**src/sv/rsti_pkg.sv**
```systemverilog
// rsti_pkg: shared widths, register indexes, character codes and the digit match type
// for the radix string to integer block; no dependencies
package rsti_pkg;

  localparam int unsigned SYM_W = 8;
  localparam int unsigned SYMBOLS = 16;
  localparam int unsigned CFG_W = 64;
  localparam int unsigned SYMBOLS_W = SYMBOLS * SYM_W;
  localparam int unsigned LEN_W = 5;
  localparam int unsigned DIGIT_W = 4;
  localparam int unsigned CFG_INDEX_W = 2;

  localparam int unsigned MAX_BASE_DEFAULT = 16;
  localparam int unsigned VALUE_WIDTH_DEFAULT = 32;

  // configuration register indexes
  localparam logic [CFG_INDEX_W-1:0] REG_SYMBOLS_LOW = 2'd0;
  localparam logic [CFG_INDEX_W-1:0] REG_SYMBOLS_HIGH = 2'd1;
  localparam logic [CFG_INDEX_W-1:0] REG_BASE_LENGTH = 2'd2;

  // character codes
  localparam logic [SYM_W-1:0] CHAR_NUL = 8'h00;
  localparam logic [SYM_W-1:0] CHAR_TAB = 8'h09;
  localparam logic [SYM_W-1:0] CHAR_CR = 8'h0D;
  localparam logic [SYM_W-1:0] CHAR_SPACE = 8'h20;
  localparam logic [SYM_W-1:0] CHAR_PLUS = 8'h2B;
  localparam logic [SYM_W-1:0] CHAR_MINUS = 8'h2D;

  // result of matching one byte against the alphabet
  typedef struct packed {
    logic                hit;
    logic [DIGIT_W-1:0]  index;
  } digit_t;

  function automatic logic is_space(input logic [SYM_W-1:0] c);
    return (c == CHAR_SPACE) || ((c >= CHAR_TAB) && (c <= CHAR_CR));
  endfunction

  function automatic logic is_sign(input logic [SYM_W-1:0] c);
    return (c == CHAR_PLUS) || (c == CHAR_MINUS);
  endfunction

endpackage

```
**src/sv/rsti_base_check.sv**
```systemverilog
// rsti_base_check: registered validity check of the configured digit alphabet
// depends on rsti_pkg
module rsti_base_check #(
  parameter int unsigned MAX_BASE = rsti_pkg::MAX_BASE_DEFAULT
) (
  input  logic                           clk,
  input  logic                           rst,
  input  logic [rsti_pkg::SYMBOLS_W-1:0] symbols,
  input  logic [rsti_pkg::LEN_W-1:0]     length,
  output logic                           base_ok
);

  logic length_ok;
  logic bad_symbol;
  logic duplicate;
  logic base_ok_next;

  assign length_ok = (length >= rsti_pkg::LEN_W'(2)) &&
                     (length <= rsti_pkg::LEN_W'(MAX_BASE));

  always_comb begin
    logic [rsti_pkg::SYM_W-1:0] c;
    bad_symbol = 1'b0;
    duplicate = 1'b0;
    for (int i = 0; i < MAX_BASE; i++) begin
      c = symbols[i*rsti_pkg::SYM_W +: rsti_pkg::SYM_W];
      if (rsti_pkg::LEN_W'(i) < length) begin
        if ((c == rsti_pkg::CHAR_NUL) || rsti_pkg::is_sign(c) || rsti_pkg::is_space(c)) begin
          bad_symbol = 1'b1;
        end
      end
      for (int j = i + 1; j < MAX_BASE; j++) begin
        // symbol j in use implies symbol i in use
        if ((rsti_pkg::LEN_W'(j) < length) &&
            (symbols[j*rsti_pkg::SYM_W +: rsti_pkg::SYM_W] == c)) begin
          duplicate = 1'b1;
        end
      end
    end
  end

  assign base_ok_next = length_ok && !bad_symbol && !duplicate;

  always_ff @(posedge clk) begin
    if (rst) begin
      base_ok <= 1'b0;
    end else begin
      base_ok <= base_ok_next;
    end
  end

endmodule

```
**src/sv/rsti_digit_decode.sv**
```systemverilog
// rsti_digit_decode: parallel compare of one byte against the digit alphabet
// depends on rsti_pkg
module rsti_digit_decode #(
  parameter int unsigned MAX_BASE = rsti_pkg::MAX_BASE_DEFAULT
) (
  input  logic [rsti_pkg::SYMBOLS_W-1:0] symbols,
  input  logic [rsti_pkg::LEN_W-1:0]     length,
  input  logic                           base_ok,
  input  logic [rsti_pkg::SYM_W-1:0]     symbol,
  output rsti_pkg::digit_t               digit
);

  always_comb begin
    digit.hit = 1'b0;
    digit.index = '0;
    // walk downward so the lowest matching lane wins
    for (int k = MAX_BASE - 1; k >= 0; k--) begin
      if ((rsti_pkg::LEN_W'(k) < length) &&
          (symbols[k*rsti_pkg::SYM_W +: rsti_pkg::SYM_W] == symbol)) begin
        digit.hit = base_ok;
        digit.index = rsti_pkg::DIGIT_W'(k);
      end
    end
  end

endmodule

```
**src/sv/radix_string_to_integer.sv**
```systemverilog
// radix_string_to_integer: top level, parses a byte stream as a signed number in a
// configured digit alphabet; depends on rsti_pkg, rsti_base_check, rsti_digit_decode
//
//   channel   direction  handshake              word
//   in        sink       in_valid / in_stall    symbol, end_of_string
//   out       source     out_valid / out_stall  value, base_ok
//   cfg       sink       cfg_we                 cfg_index, cfg_data
//
// one word per cycle sustained unless an end-of-string word waits; a word is parsed
// from the input register (digit compare, one small multiply-add, optional negate)
// a result is loaded into the output register at the edge after its end-of-string
// word is accepted, or later while a stalled result still holds that register
// the alphabet check is registered and settles after the config registers take a write
// rst is synchronous: parse state, valids and config registers clear
// a stalled result holds; input stalls only when an end-of-string word waits on it
module radix_string_to_integer #(
  parameter int unsigned MAX_BASE = rsti_pkg::MAX_BASE_DEFAULT,
  parameter int unsigned VALUE_WIDTH = rsti_pkg::VALUE_WIDTH_DEFAULT
) (
  input  logic                             clk,
  input  logic                             rst,
  // input words
  input  logic                             in_valid,
  output logic                             in_stall,
  input  logic [rsti_pkg::SYM_W-1:0]       symbol,
  input  logic                             end_of_string,
  // results
  output logic                             out_valid,
  input  logic                             out_stall,
  output logic signed [VALUE_WIDTH-1:0]    value,
  output logic                             base_ok,
  // configuration
  input  logic                             cfg_we,
  input  logic [rsti_pkg::CFG_INDEX_W-1:0] cfg_index,
  input  logic [rsti_pkg::CFG_W-1:0]       cfg_data
);

  // parse phase codes
  localparam logic [1:0] PH_SPACE = 2'd0;
  localparam logic [1:0] PH_SIGN = 2'd1;
  localparam logic [1:0] PH_DIGIT = 2'd2;
  localparam logic [1:0] PH_DONE = 2'd3;

  // configuration registers
  logic [rsti_pkg::CFG_W-1:0] base_symbols_low;
  logic [rsti_pkg::CFG_W-1:0] base_symbols_high;
  logic [rsti_pkg::LEN_W-1:0] base_length;
  logic [rsti_pkg::SYMBOLS_W-1:0] symbols;
  logic alphabet_ok;

  // input register
  logic                       q_valid;
  logic [rsti_pkg::SYM_W-1:0] q_symbol;
  logic                       q_eos;

  // parse state
  logic [1:0]             phase;
  logic [1:0]             phase_next;
  logic                   negative;
  logic                   negative_next;
  logic [VALUE_WIDTH-1:0] acc;
  logic [VALUE_WIDTH-1:0] acc_next;

  rsti_pkg::digit_t digit;
  logic take_digit;
  logic [VALUE_WIDTH+rsti_pkg::LEN_W-1:0] product;
  logic [VALUE_WIDTH-1:0] result_value;

  logic in_accept;
  logic out_free;
  logic proc_go;

  always_ff @(posedge clk) begin
    if (rst) begin
      base_symbols_low <= '0;
      base_symbols_high <= '0;
      base_length <= '0;
    end else if (cfg_we) begin
      unique case (cfg_index)
        rsti_pkg::REG_SYMBOLS_LOW: base_symbols_low <= cfg_data;
        rsti_pkg::REG_SYMBOLS_HIGH: base_symbols_high <= cfg_data;
        rsti_pkg::REG_BASE_LENGTH: base_length <= cfg_data[rsti_pkg::LEN_W-1:0];
        default: ;  // writes past the register list are dropped
      endcase
    end
  end

  assign symbols = {base_symbols_high, base_symbols_low};

  rsti_base_check #(
    .MAX_BASE(MAX_BASE)
  ) u_base_check (
    .clk    (clk),
    .rst    (rst),
    .symbols(symbols),
    .length (base_length),
    .base_ok(alphabet_ok)
  );

  rsti_digit_decode #(
    .MAX_BASE(MAX_BASE)
  ) u_digit_decode (
    .symbols(symbols),
    .length (base_length),
    .base_ok(alphabet_ok),
    .symbol (q_symbol),
    .digit  (digit)
  );

  // handshake: a word without end of string never waits on the output side
  assign out_free = !out_valid || !out_stall;
  assign proc_go = q_valid && (!q_eos || out_free);
  assign in_stall = q_valid && !proc_go;
  assign in_accept = in_valid && !in_stall;

  always_ff @(posedge clk) begin
    if (rst) begin
      q_valid <= 1'b0;
    end else if (in_accept) begin
      q_valid <= 1'b1;
    end else if (proc_go) begin
      q_valid <= 1'b0;
    end
  end

  always_ff @(posedge clk) begin
    if (in_accept) begin
      q_symbol <= symbol;
      q_eos <= end_of_string;
    end
  end

  // parse step: skip whitespace, then signs, then digits; anything else ends the number
  always_comb begin
    phase_next = phase;
    negative_next = negative;
    take_digit = 1'b0;
    priority if (phase == PH_DONE) begin
      phase_next = PH_DONE;
    end else if ((phase == PH_SPACE) && rsti_pkg::is_space(q_symbol)) begin
      phase_next = PH_SPACE;
    end else if ((phase != PH_DIGIT) && rsti_pkg::is_sign(q_symbol)) begin
      // each minus flips the sign
      negative_next = negative ^ (q_symbol == rsti_pkg::CHAR_MINUS);
      phase_next = PH_SIGN;
    end else if (digit.hit) begin
      take_digit = 1'b1;
      phase_next = PH_DIGIT;
    end else begin
      phase_next = PH_DONE;
    end
  end

  // value * radix + digit, wrapped to the value width
  assign product = acc * base_length;
  assign acc_next = take_digit ?
                    (product[VALUE_WIDTH-1:0] + VALUE_WIDTH'(digit.index)) : acc;

  always_comb begin
    if (!alphabet_ok) begin
      result_value = '0;
    end else if (negative_next) begin
      result_value = VALUE_WIDTH'(0) - acc_next;
    end else begin
      result_value = acc_next;
    end
  end

  always_ff @(posedge clk) begin
    if (rst) begin
      phase <= PH_SPACE;
      negative <= 1'b0;
      acc <= '0;
    end else if (proc_go) begin
      if (q_eos) begin
        // string ends: fresh parse for the next one
        phase <= PH_SPACE;
        negative <= 1'b0;
        acc <= '0;
      end else begin
        phase <= phase_next;
        negative <= negative_next;
        acc <= acc_next;
      end
    end
  end

  // output register
  always_ff @(posedge clk) begin
    if (rst) begin
      out_valid <= 1'b0;
    end else if (proc_go && q_eos) begin
      out_valid <= 1'b1;
    end else if (!out_stall) begin
      out_valid <= 1'b0;
    end
  end

  always_ff @(posedge clk) begin
    if (proc_go && q_eos) begin
      value <= result_value;
      base_ok <= alphabet_ok;
    end
  end

  // a new result is only loaded from an end-of-string word
  assert property (@(posedge clk) disable iff (rst)
    $rose(out_valid) |-> $past(proc_go && q_eos))
    else $error("result appeared without an end-of-string word");

  // a rejected alphabet always gives a zero value
  assert property (@(posedge clk) disable iff (rst)
    (out_valid && !base_ok) |-> (value == '0))
    else $error("nonzero value with invalid alphabet");

  // input back-pressure only comes from a waiting end-of-string word
  assert property (@(posedge clk) disable iff (rst)
    in_stall |-> (q_valid && q_eos && out_valid && out_stall))
    else $error("input stalled without a blocked result");

  // parse state is fresh after each string
  assert property (@(posedge clk) disable iff (rst)
    (proc_go && q_eos) |=> ((phase == PH_SPACE) && !negative && (acc == '0)))
    else $error("parse state not cleared after end of string");

endmodule

```
**config.mk**
```make
export PLATFORM = sky130hd
export DESIGN_NAME = radix_string_to_integer
export DESIGN_NICKNAME = d
export VERILOG_FILES = /design/src/sv/rsti_pkg.sv /design/src/sv/rsti_base_check.sv /design/src/sv/rsti_digit_decode.sv /design/src/sv/radix_string_to_integer.sv
export SDC_FILE = /design/constraint.sdc
export NUM_CORES = 2
export LEC_CHECK = 0
export BUFFER_PORTS_ARGS = -buffer_cell sky130_fd_sc_hd__buf_2
export CAP_MARGIN = 15
export CORE_UTILIZATION = 46
export DETAILED_ROUTE_END_ITERATION = 10
export PLACE_DENSITY_LB_ADDON = 0.25
export REMOVE_ABC_BUFFERS = 1
export SKIP_LAST_GASP = 1
export SYNTH_ARGS = -nofsm -noshare
export SYNTH_HDL_FRONTEND = slang
export SYNTH_SLANG_ARGS = --single-unit
```
**constraint.sdc**
```tcl
create_clock -name clk -period 9.94 [get_ports clk]
set_input_delay 0 -clock clk [delete_from_list [all_inputs] [get_ports clk]]
set_output_delay 0 -clock clk [all_outputs]
set_load 0.05 [all_outputs]
```
After elaboration in Yosys (flattened, before gate mapping). Index checks and enable logic that the tools add are counted.

Add/sub/neg operators: 2. $mul: 1. Order comparisons: 52. Equal/unequal tests: 192. Multiplexer cells: 188. Bitwise logic cells: 1. Reduce and logical (&&, ||, !) cells: 259.

Operator list (count): $eq 8x8->1 (136); $eq 8x6->1 const B (51); $mux 1 (165); $logic_and 1x1->1 (162); $ge 8x4->1 const B (17); $le 8x4->1 const B (17); $logic_not 8->1 (16); $mux 32 (3); $mux 5 (16); $logic_or 1x1->1 (68); $lt 4x5->1 const A (8); $add 32x4->32 (1); $mul 32x5->32 (1); $sub 1x32->32 const A (1); $lt 3x5->1 const A (4); $lt 1x5->1 const A (2); $lt 2x5->1 const A (2); $mux 2 (4); $logic_not 1->1 (7); $reduce_and 2->1 (3); $ge 5x2->1 const B (1); $le 5x5->1 const B (1); $eq 2x2->1 const B (2); $logic_not 2->1 (2); other kinds (5) (5).

Register bits after elaboration: 213. Input port bits: 80. Output and inout bits: 35.

Depth between registers and ports, before layout.
Word-level depth: 124. Depth in mapped cells: 29. Mapped depth without buffers: 27.

Hierarchy. From an unflattened synthesis, not the netlist that was laid out.

Cell total of the unflattened synthesis: 3783. Area total of the unflattened synthesis: 29590.9 um2.

By module, submodules not included: radix_string_to_integer (times used 1, cells an instance 1766, area an instance 14567.7 um2); rsti_base_check (times used 1, cells an instance 1769, area an instance 13048.8 um2); rsti_digit_decode (times used 1, cells an instance 248, area an instance 1974.4 um2).

Least setup slack after synthesis. No wires, ideal clock.

Kind: register to register. Start: register base_length[4] (netlist name). End: register value[31] (data pin). Arrival: 6.223 ns. Data required time: 9.671 ns. Slack: 3.448 ns. Cell stages (with the launch flop): 24. Path buffers: 6. Clock period less this slack: 6.492 ns. Cells stage by stage: dfxtp_1 -> buf_2 -> buf_2 -> clkbuf_1 -> buf_1 -> buf_1 -> nand2_1 -> fa_1 -> inv_1 -> fa_1 -> fa_1 -> ha_1 -> clkbuf_1 -> a21oi_1 -> o21ai_1 -> a221o_1 -> nor3_1 -> a211oi_1 -> or3_1 -> xnor2_1 -> o21ai_0 -> or3_1 -> o41ai_1 -> mux2i_1.

Longest elaborated chain between the ends: 25.

Ends and longest elaborated chain: from (decl) (RTL line radix_string_to_integer.sv:47) `logic [rsti_pkg::LEN_W-1:0] base_length;`; from (signal assigned) (RTL line radix_string_to_integer.sv:82) `rsti_pkg::REG_BASE_LENGTH: base_length <= cfg_data[rsti_pkg::LEN_W-1:0];`; branches (longest 22 deep; another with $lt 4x5->1); $mux 32 (*) (RTL line radix_string_to_integer.sv:156) `assign acc_next = take_digit ?`; $sub 1x32->32 (RTL line radix_string_to_integer.sv:163) `result_value = VALUE_WIDTH'(0) - acc_next;`; $mux 32 (*) (RTL line radix_string_to_integer.sv:162) `end else if (negative_next) begin`; to (signal assigned) (RTL line radix_string_to_integer.sv:201) `value <= result_value;`; to (decl) (RTL line radix_string_to_integer.sv:30) `output logic signed [VALUE_WIDTH-1:0] value,`.

Mark *: on every way between the ends. A chain may end at the register's enable or synchronous reset.

Worst setup path in the final report.
Start: register base_length[2] (netlist name). End: register value[30] (data pin).

Same word-level chain as after synthesis.

==> impl_summary.log <==
INFO  metric grt_start_max_net_pins = 70
INFO  metric via_count = 27300
INFO  metric timing.final.setup_violations = 0
INFO  metric drt_pre_antenna_iters = 7
INFO  metric number_of_fill_cells_in_the_layout = 5871
INFO  metric vdd.ir_drop.worst = 0.140 mV
INFO  metric post_synthesis_instance_total = 3631
INFO  metric port_buffers = 114
INFO  metric rsz0062_at_grt = no
INFO  metric maxClockFrequency = 130 MHz
INFO  metric cts.sinks = 213
INFO  metric post-layout-total-power = 2780 uW
INFO  metric cp_data_required_time = 10.29 ns
INFO  metric final-hold-violation-count = 0
INFO  metric first_pass_grt_wire_length = 166 mm
INFO  metric clock-root-buffer = clkbuf_16
INFO  metric cts_post_setup_buffers_inserted = 0
INFO  metric gp_routability_congestion = 1.19
INFO  metric worst-slew-pin-transition = 1.39 ns
INFO  metric syn-cell-area = 0.0282 mm^2
INFO  metric finalNetCount = 3841
INFO  metric status = finished, final reports clean
INFO  metric clock_pin_slew_on_the_worst_setup_and_hold_paths = 0.06 ns
INFO  metric post-route-drc-count = 0
INFO  metric synthDistinctLibCells = 88
INFO  metric worst-path-buf-inv = 3
INFO  metric synth_mux_area_share = 1.05%
INFO  metric via_count_of_the_first_global_routing_pass = 25900
INFO  metric cts_max_path_buffers = 3
INFO  metric setup.worst_path.end_class = flop
INFO  metric ys_seq_area_share = 16.6%
INFO  metric yosys.area_share.xor_xnor = 35.8%
INFO  metric synth_enable_flop_cells = 42
INFO  metric critPathTopFamily = simple AND/OR/NAND/NOR gates
INFO  metric pin_count = 115
INFO  metric dp_hpwl = 69.5 mm
INFO  metric crit_path_frequent_cell = inv_1
INFO  metric sum_neg_setup_slack = 0 ns
INFO  metric post_drt_wl_per_cell = 25.1 um
INFO  metric cts_htree_levels = 1
INFO  metric gr_overflow_total = 0
INFO  metric slowest_delay = 0.92 ns
INFO  metric timing.critical_path.arrival = 8.06 ns
INFO  metric routed_wirelength = 111 mm
INFO  metric worst_slew_margin_rel = 6.37%
INFO  metric cts_hold_buffers = 78
INFO  metric synth_area_per_cell = 7.75 um^2
INFO  metric synth_compound_gate_area_share = 10.7%
INFO  metric antenna_found_initial = 5
INFO  metric yosys.area_share.simple = 20.1%
INFO  metric core.rowCount = 90
INFO  metric core-area = 0.0605 mm^2
INFO  metric tritoncts = yes
INFO  metric final.setup_skew = 0.0216 ns
INFO  metric drt.antenna.violating_nets = 0
INFO  metric timing.setup.critical_path_class = flop to flop
INFO  metric fp.dieW = 249 um
INFO  metric yosys_warnings = 0
INFO  metric yosys_most_used_dff = dfxtp_1
INFO  metric grt.total_usage = 35.0%
INFO  metric holdWs = 0.100 ns
INFO  metric drv_cap = 0
INFO  metric synthToLayoutAreaGrowth = 10.1%
INFO  metric power.static_leakage = 0.0138 uW
INFO  metric later_pin_clock_latency_in_the_skew_report = 0.60 ns
INFO  metric cellPowerDensity = 89.8 mW/mm^2
INFO  metric pre_cts_ws = 2.35 ns
INFO  metric layout_min_cycle_time = 7.71 ns
INFO  metric cts_resized = 0
INFO  metric critPathLaunchType = flop
INFO  metric report.final.slew_viol_count = 0
INFO  metric layout_setup_ws = 2.23 ns
INFO  metric worst-path-max-fanout = 44
INFO  metric fin_crit_sh = 77.6%
INFO  metric synthAdderAreaFrac = 8.91%
INFO  metric synth-seq-cells = 213
INFO  metric critical_path.cell_chain = a31oi_2, or4_4, and4_4, o41ai_1, nand2_1, fa_1, inv_1, ha_1, inv_1, fa_1, inv_1, ha_1, a211oi_2, o21a_2, xnor2_1, or4_4, or3_4, or3_4, o41ai_4, nand4_1, o41ai_2, xnor2_1, and2_1
INFO  metric post_route_cells_drive_above_1_share = 9.63%
INFO  metric viasPerCell = 6.17
INFO  metric synth-async-reset-ratio = 0%
INFO  metric crit_path_top_delay_cell = dfxtp_2
INFO  metric timing.hold.worst.class = primary input to flop
INFO  metric design.die.area = 0.0622 mm^2
INFO  metric initial_utilization = 46.6%
INFO  metric drt_iter0_drc = 3163
INFO  metric synth_top_family_by_area = XOR/XNOR gates
INFO  metric cts_inserted_buffers = 27
INFO  metric die_height = 249 um
## cell families (layout without fill, tap and decap cells)
family                   count (synthesis)  in the layout
adder cells (fa/ha/maj)                149            149
other                                    0              1
buffers and inverters                  480            482
XOR/XNOR                              1152           1152
AND/OR/NAND/NOR                       1124           1124
AO/OA/AOI/OAI                          484            484
flip-flops                             213            213
multiplexers                            29             29
## cell usage after synthesis, types with 22 or more instances
cell,instances,area [um^2]
o21ai_0,76,380
buf_1,125,469
dfxtp_1,171,3420
fa_1,86,1720
edfxtp_1,42,1260
xor2_1,514,4500
nand2_1,408,1530
nor2_1,117,439
and2_1,89,557
inv_1,92,345
nor3_1,87,435
nor4_1,139,870
ha_1,63,788
or3_1,22,138
a21oi_1,227,1140
nand3_1,28,140
a22oi_1,25,188
clkbuf_1,200,751
buf_2,57,285
xnor2_1,638,5590
mux2i_1,24,240
nand4_1,160,1000
## per-layer routing
layer | track usage, % | wire (um) | part of all wire [%]
met3 | 10.1 | 13200 | 12
met1 | 43.8 | 42900 | 39
met5 | 0 | 40 | 0.036
met2 | 52.0 | 45900 | 41
met4 | 23.4 | 8910 | 8.0
## final timing paths
path	start	end	slack (ns)	cells after the start
max	base_length[2]$_SDFFE_PP0P_	value[30]$_SDFFCE_PN0P_	2.23	23
min reg2reg	base_symbols_high[23]$_SDFFE_PP0P_	base_symbols_high[23]$_SDFFE_PP0P_	0.45	2
min	cfg_index[1]	base_length[1]$_SDFFE_PP0P_	0.10	4
max reg2reg	base_length[2]$_SDFFE_PP0P_	value[30]$_SDFFCE_PN0P_	2.23	23
## cell usage in the layout (no fill, tap or decap), types with 6 or more instances in the layout
cell type / count
and2_1: 89
nor2_1: 116
a31oi_1: 16
o22ai_1: 8
clkbuf_16: 29
nand2b_1: 9
o41ai_1: 18
nand3b_1: 7
xor2_1: 513
nand2_1: 408
a21o_1: 10
or2_2: 7
fa_1: 86
o211a_1: 6
edfxtp_1: 42
o211ai_1: 8
o21a_1: 10
inv_1: 92
and3_1: 12
nor4_1: 139
dlygate4sd3_1: 78
or3_1: 22
a21oi_1: 227
a22oi_1: 25
buf_4: 146
a211oi_1: 11
ha_1: 63
nand3_1: 28
mux2i_1: 24
o31ai_1: 11
nor2b_1: 11
buf_2: 114
dfxtp_1: 169
o21ai_0: 76
nor3_1: 87
xnor2_1: 637
a21boi_0: 7
nand4_1: 160
## flip-flops by register name, summed over array words and instances, names as in the netlist
signal                count
base_symbols_high        64
base_symbols_low         64
acc                      32
value                    32
q_symbol                  8
base_length               5
phase                     2
base_ok                   1
negative                  1
out_valid                 1
q_eos                     1
q_valid                   1
u_base_check.base_ok      1
## metrics by stage
| stage | instances | util, % | cell area [um^2] |
|---|---|---|---|
| finish | 4416 | 51.3 | 31000 |
| global route | 4415 | 51.3 | 31000 |
| CTS | 4414 | 51.2 | 31000 |
| detailed placement | 4286 | 48.5 | 29300 |
| global placement | 4286 | 48.5 | 29300 |
| floorplan | 3244 | - | 26600 |
## layout make-up
| class | instances | area, um^2 | share of cell area [%] |
|---|---|---|---|
| Antenna cell | 1 | 2.50 | 0.00807 |
| Clock buffer | 39 | 813 | 2.62 |
| Clock inverter | 11 | 96.3 | 0.311 |
| Inverter | 93 | 349 | 1.13 |
| Multi-Input combinational cell | 2938 | 21600 | 69.7 |
| Sequential cell | 213 | 4690 | 15.1 |
| Tap cell | 782 | 978 | 3.16 |
| Timing Repair Buffer | 339 | 2460 | 7.93 |
## worst reg2reg max path: cells and delay by family (launching register included)
kind	cells	cell delay (ns)
flip-flops	1	0.92
XOR/XNOR	2	0.19
buffers and inverters	3	0.18
adder cells (fa/ha/maj)	4	1.44
AND/OR/NAND/NOR	8	2.77
AO/OA/AOI/OAI	6	1.97
## where the power goes
group | switching [uW] | leakage (uW) | internal, uW | total [uW]
Sequential | 30.1 | 0.00180 | 903 | 933
Clock | 426 | 0.000448 | 594 | 1020
Combinational | 515 | 0.0116 | 317 | 832
Total | 971 | 0.0138 | 1810 | 2780
No activity file was read; power rests on OpenSTA's default activity.
